`config.mk`:
```
export PLATFORM = sky130hd
export DESIGN_NAME = baro_div
export DESIGN_NICKNAME = d
export VERILOG_FILES = /design/src/design/baro_div.sv
export SDC_FILE = /design/constraint.sdc
export NUM_CORES = 2
export LEC_CHECK = 0
export BUFFER_PORTS_ARGS = -buffer_cell sky130_fd_sc_hd__buf_4
export CAP_MARGIN = 20
export CELL_PAD_IN_SITES_DETAIL_PLACEMENT = 0
export CELL_PAD_IN_SITES_GLOBAL_PLACEMENT = 2
export CORE_ASPECT_RATIO = 1.4
export CORE_MARGIN = 3
export CORE_UTILIZATION = 35
export DETAILED_ROUTE_END_ITERATION = 8
export PLACE_DENSITY_LB_ADDON = 0.1
export SYNTH_ARGS = -nofsm -noshare
export SYNTH_HDL_FRONTEND = slang
export SYNTH_SLANG_ARGS = --single-unit
```
`constraint.sdc`:
```
create_clock -name i_clk -period 4.6 [get_ports i_clk]
set_clock_uncertainty 0.2 [all_clocks]
set_input_delay 1.15 -clock i_clk [delete_from_list [all_inputs] [get_ports i_clk]]
set_output_delay 1.15 -clock i_clk [all_outputs]
set_load 0.01 [all_outputs]
```
`src/design/baro_div.sv`:
```
// ----------------------------------------------------------------------------
// baro_div
// Pipelined unsigned restoring divider, one quotient bit per stage.
// Side data travels with each item; the whole pipe holds when i_en is low.
// ----------------------------------------------------------------------------
module baro_div #(
    parameter int NW = 32,
    parameter int DW = 17,
    parameter int SW = 1
) (
    input  logic          i_clk,
    input  logic          i_rst_n,
    input  logic          i_en,
    input  logic          i_vld,
    input  logic [NW-1:0] i_num,
    input  logic [DW-1:0] i_den,
    input  logic [SW-1:0] i_side,
    output logic          o_vld,
    output logic [NW-1:0] o_quo,
    output logic [SW-1:0] o_side
);

    logic          r_vld  [NW];
    logic [DW-1:0] r_rem  [NW];
    logic [NW-1:0] r_num  [NW];
    logic [DW-1:0] r_den  [NW];
    logic [SW-1:0] r_side [NW];

    genvar s;
    generate
        for (s = 0; s < NW; s++) begin : g_stage
            logic          p_vld;
            logic [DW-1:0] p_rem;
            logic [NW-1:0] p_num;
            logic [DW-1:0] p_den;
            logic [SW-1:0] p_side;
            logic [DW:0]   trial;
            logic [DW:0]   diff;
            logic          ge;

            if (s == 0) begin : g_first
                assign p_vld  = i_vld;
                assign p_rem  = '0;
                assign p_num  = i_num;
                assign p_den  = i_den;
                assign p_side = i_side;
            end else begin : g_next
                assign p_vld  = r_vld[s-1];
                assign p_rem  = r_rem[s-1];
                assign p_num  = r_num[s-1];
                assign p_den  = r_den[s-1];
                assign p_side = r_side[s-1];
            end

            assign trial = {p_rem, p_num[NW-1]};
            assign diff  = trial - {1'b0, p_den};
            assign ge    = (trial >= {1'b0, p_den});

            always_ff @(posedge i_clk) begin
                if (!i_rst_n) begin
                    r_vld[s] <= 1'b0;
                end else if (i_en) begin
                    r_vld[s] <= p_vld;
                end
            end

            always_ff @(posedge i_clk) begin
                if (i_en) begin
                    r_rem[s]  <= ge ? diff[DW-1:0] : trial[DW-1:0];
                    r_num[s]  <= {p_num[NW-2:0], ge};
                    r_den[s]  <= p_den;
                    r_side[s] <= p_side;
                end
            end
        end
    endgenerate

    assign o_vld  = r_vld[NW-1];
    assign o_quo  = r_num[NW-1];
    assign o_side = r_side[NW-1];

endmodule

```
==> impl_results.md <==
* Status: finished, final reports clean
* Hold Fails Final Rpt at 0
* Clock Tree Buf Depth at 4
* Via count at 51.4k
* Net Sw Power at 23.4 mW
* Layout Nets at 7628
* Maximum VDD drop at 321 µV
* Combinational share of power at 33.8%
* Root Buffer Master: clkbuf_16
* Drt pass-1 iters at 6
* Crit path depth at 11
* PortBufs at 87
* Worst Setup SP: r_den[1][102]
* Initial Util at 35.3%
* Critical path cell sequence: ha_1, inv_1, fa_1, a21oi_1, o21ai_0, a21oi_1, a2111oi_0, a2111oi_0, o21ai_2, buf_4, mux2_2
* Endpoints failing setup at 0
* Routability Congestion at 0.799
* RR Startpoint: r_den[1][102]
* Internal power at 48.2 mW
* Sequential share of the synthesized area at 67.8%
* Leak at ~42 nW
* First-pass GRT wire length at 316000 µm
* Cells after synthesis at 6675
* Max_slew headroom at 24.7%
* CP max stage delay at 0.52 ns
* Power Density at around 660 nW/µm²
* # DRC at 0
* Flops & latches, synth at roughly 2.1k
* Final HPWL DP at between 100000 and 150000 µm
* Dominant cell type by area after synthesis: edfxtp_1
* Worst setup path end: r_rem[1][123]
* Antenna-violating nets left at 0
* Switching share of power at 32.7%
* Endpoint class of the critical path: flip-flop
* Hold crit path type: flip-flop to flip-flop
* Worst EP required at 4.98 ns
* Max-Cap Viols at 0
* CP Max Fanout at 16
* Die area at 277000 µm²
* Worst-path clk slew at 0.06 ns
* Largest net degree at the start of global routing at 114
* Syn Nets at 7288
* Skew-Pair Late Insertion Delay at 0.88 ns
* Most frequent cell after synthesis: edfxtp_1
* Ratio of cells with drive above 1 in the final layout at 11.4%
* CTS tree: done
* Worst Path Buf+Inv at 2
* Cells resized by post-CTS repair at 0
* Worst setup SP type: flip-flop
* Main flop type after synthesis: edfxtp_1
* Post-CTS Setup Repair Bufs at 0
* P&R area growth vs syn at 14.3%
* Share of power burned in registers at just over 40%
* Initial antenna violation count at 7
* Post-synth top area share at 67.8%
* Clock power frac at 25.7%
* Average instance area after synthesis at 14.2 µm²
* Reg2reg end: r_rem[1][123]
* Period utilization at 86.0%
* CTS Buf Count at 227
* CP delay by family, top: compound AO/OA/AOI/OAI gates
* Cts hold-fix bufs at 0
* Vias per inst at 4.79
* Max-slew violation count at 0
* Top area cells in the synthesized netlist: edfxtp_1, ha_1, inv_1
* Arrival time worst endpoint at 4.33 ns
* # clock sinks at about 2.1k
* H-tree Lvls at 4
* Vias in the first global route at 53.8k
* Final wirelength at between 200000 and 250000 µm
* RSZ-0062 raised after global routing: no
* Most frequent cells after synthesis: edfxtp_1, inv_1, ha_1
* Worst reg-to-reg setup slack at 0.65 ns
* DIE HEIGHT at 622 µm
* Row count at 225
* Core area at between 200000 and 300000 µm²
* Post-synth EDFFs at 2141
* Overflow after GRT at 0
* GRT Util Overall at 14.6%
* Chip Width at 446 µm
* Synthesized cell area at 94800 µm²
* Hold path cells at 0
* Wire length per cell at 18.9 µm
* Final Critical Period at between 3 and 4 ns
* Ys Warns at 0
* IO Count at 88
* Setup_tns at 0 ns
* Ys async rst share at 0%
* Cells on worst reg2reg path at 11
* Worst hold slack at 0.191 ns
* DRT iter0 DRCs at 2548
* WS Path Type: flip-flop to flip-flop
* Crit-path slowest cell: a2111oi_0
* Synth cell types at 77
* Worst-margin pin slew at about 1.1 ns
* Fmax at around 250 MHz
==> registers in the layout, indices dropped and copies added, names as in the netlist <==
signal  count
r_rem     527
r_side     32
r_vld      32
r_den     527
r_num    1024
==> worst register-to-register path, cell delays in order, from the launching register on <==
cell	delay, ns
edfxtp_1	0.48
ha_1	0.23
inv_1	0.05
fa_1	0.41
a21oi_1	0.22
o21ai_0	0.12
a21oi_1	0.38
a2111oi_0	0.18
a2111oi_0	0.52
o21ai_2	0.31
buf_4	0.29
mux2_2	0.29
==> placed cells by master (no fill, tap or decap), types with 30 or more instances in the layout <==
| master | Yosys | final |
|---|---|---|
| edfxtp_1 | 2141 | 2141 |
| inv_1 | 671 | 671 |
| ha_1 | 529 | 529 |
| a21oi_1 | 422 | 422 |
| nand2_1 | 376 | 376 |
| nor2_1 | 320 | 320 |
| o21ai_0 | 313 | 307 |
| xnor2_1 | 258 | 258 |
| clkbuf_16 | 0 | 227 |
| mux2_2 | 209 | 209 |
| a21o_1 | 201 | 201 |
| buf_4 | 1 | 159 |
| xor2_1 | 151 | 151 |
| nor3_1 | 93 | 93 |
| nand4_1 | 80 | 80 |
| a31oi_1 | 73 | 73 |
| and3_1 | 64 | 64 |
| nand3_1 | 63 | 63 |
| o21bai_1 | 61 | 61 |
| o21a_1 | 56 | 56 |
| nor2b_1 | 48 | 48 |
| a211oi_1 | 46 | 46 |
| clkinv_2 | 0 | 46 |
| nand2b_1 | 45 | 45 |
| buf_12 | 0 | 35 |
| clkinv_1 | 1 | 33 |
| o31ai_1 | 31 | 31 |
| fa_1 | 30 | 30 |
==> area by class of cell <==
class | instances | area, µm²
diodes | 3 | 7.51
clock buffers | 254 | 5780
clock inverters | 157 | 1670
fillers | 24900 | 160000
inverters | 672 | 2520
multi-input cells | 3774 | 27700
flip-flops and latches | 2142 | 64300
well taps | 3518 | 4400
repair buffers | 198 | 1970
==> power groups by stage <==
stage	registers (mW)	logic [mW]	clock network, mW
2_1_floorplan	28.2	18.4	0
3_3_place_gp	29.6	24.4	0
3_5_place_dp	29.5	24.4	0
4_1_cts	29.2	24.6	19.2
5_1_grt	29.4	27.4	20.0
6_report	29.0	24.2	18.4
==> worst min-delay path by stage <==
stage             startpoint             to  slack, ns
2_1_floorplan    r_num[9][9]  r_num[10][10]       0.20
3_3_place_gp   r_num[30][29]  r_num[31][30]       0.20
3_5_place_dp    r_num[9][15]  r_num[10][16]       0.20
4_1_cts            i_den[15]   r_den[0][15]       0.15
5_1_grt             i_num[2]    r_num[0][3]       0.18
6_report       r_num[30][18]  r_num[31][19]       0.19
==> stage by stage <==
step / instance area [µm²] / std cells / power (mW) / util [%] / setup WS [ns]
floorplan: 94800 / 6675 / 46.6 / - / 1.04
global placement: 101000 / 10300 / 54.0 / 37.5 / 0.404
detailed placement: 101000 / 10300 / 53.9 / 37.5 / 0.626
CTS: 108000 / 10700 / 73.0 / 40.3 / 0.532
global route: 108000 / 10700 / 76.8 / 40.3 / 0.254
finish: 108000 / 10700 / 71.7 / 40.3 / 0.646
==> layer usage <==
layer / track usage, % / part of all wire, % / vias to the layer above
met4: 4.43 / 3.0 / 0
li1: - / - / 25600
met3: 1.93 / 2.6 / 332
met5: 0 / 0 / -
met2: 27.8 / 55 / 572
met1: 16.6 / 40 / 24900
==> logic make-up (layout without fill, tap and decap cells) <==
logic type / Yosys count / after routing / share of synthesized area [%]
and+or+nand+nor: 1198 / 1198 / 5.95
DFF: 2142 / 2142 / 67.8
buffers and inverters: 759 / 1281 / 3.03
AOI/OAI and AO/OA: 1387 / 1387 / 9.21
muxes: 221 / 221 / 2.61
adders and majority gates: 559 / 559 / 7.61
other: 0 / 3 / 0
xor gates and xnor gates: 409 / 409 / 3.78
Power figures use the tool's default switching activity.
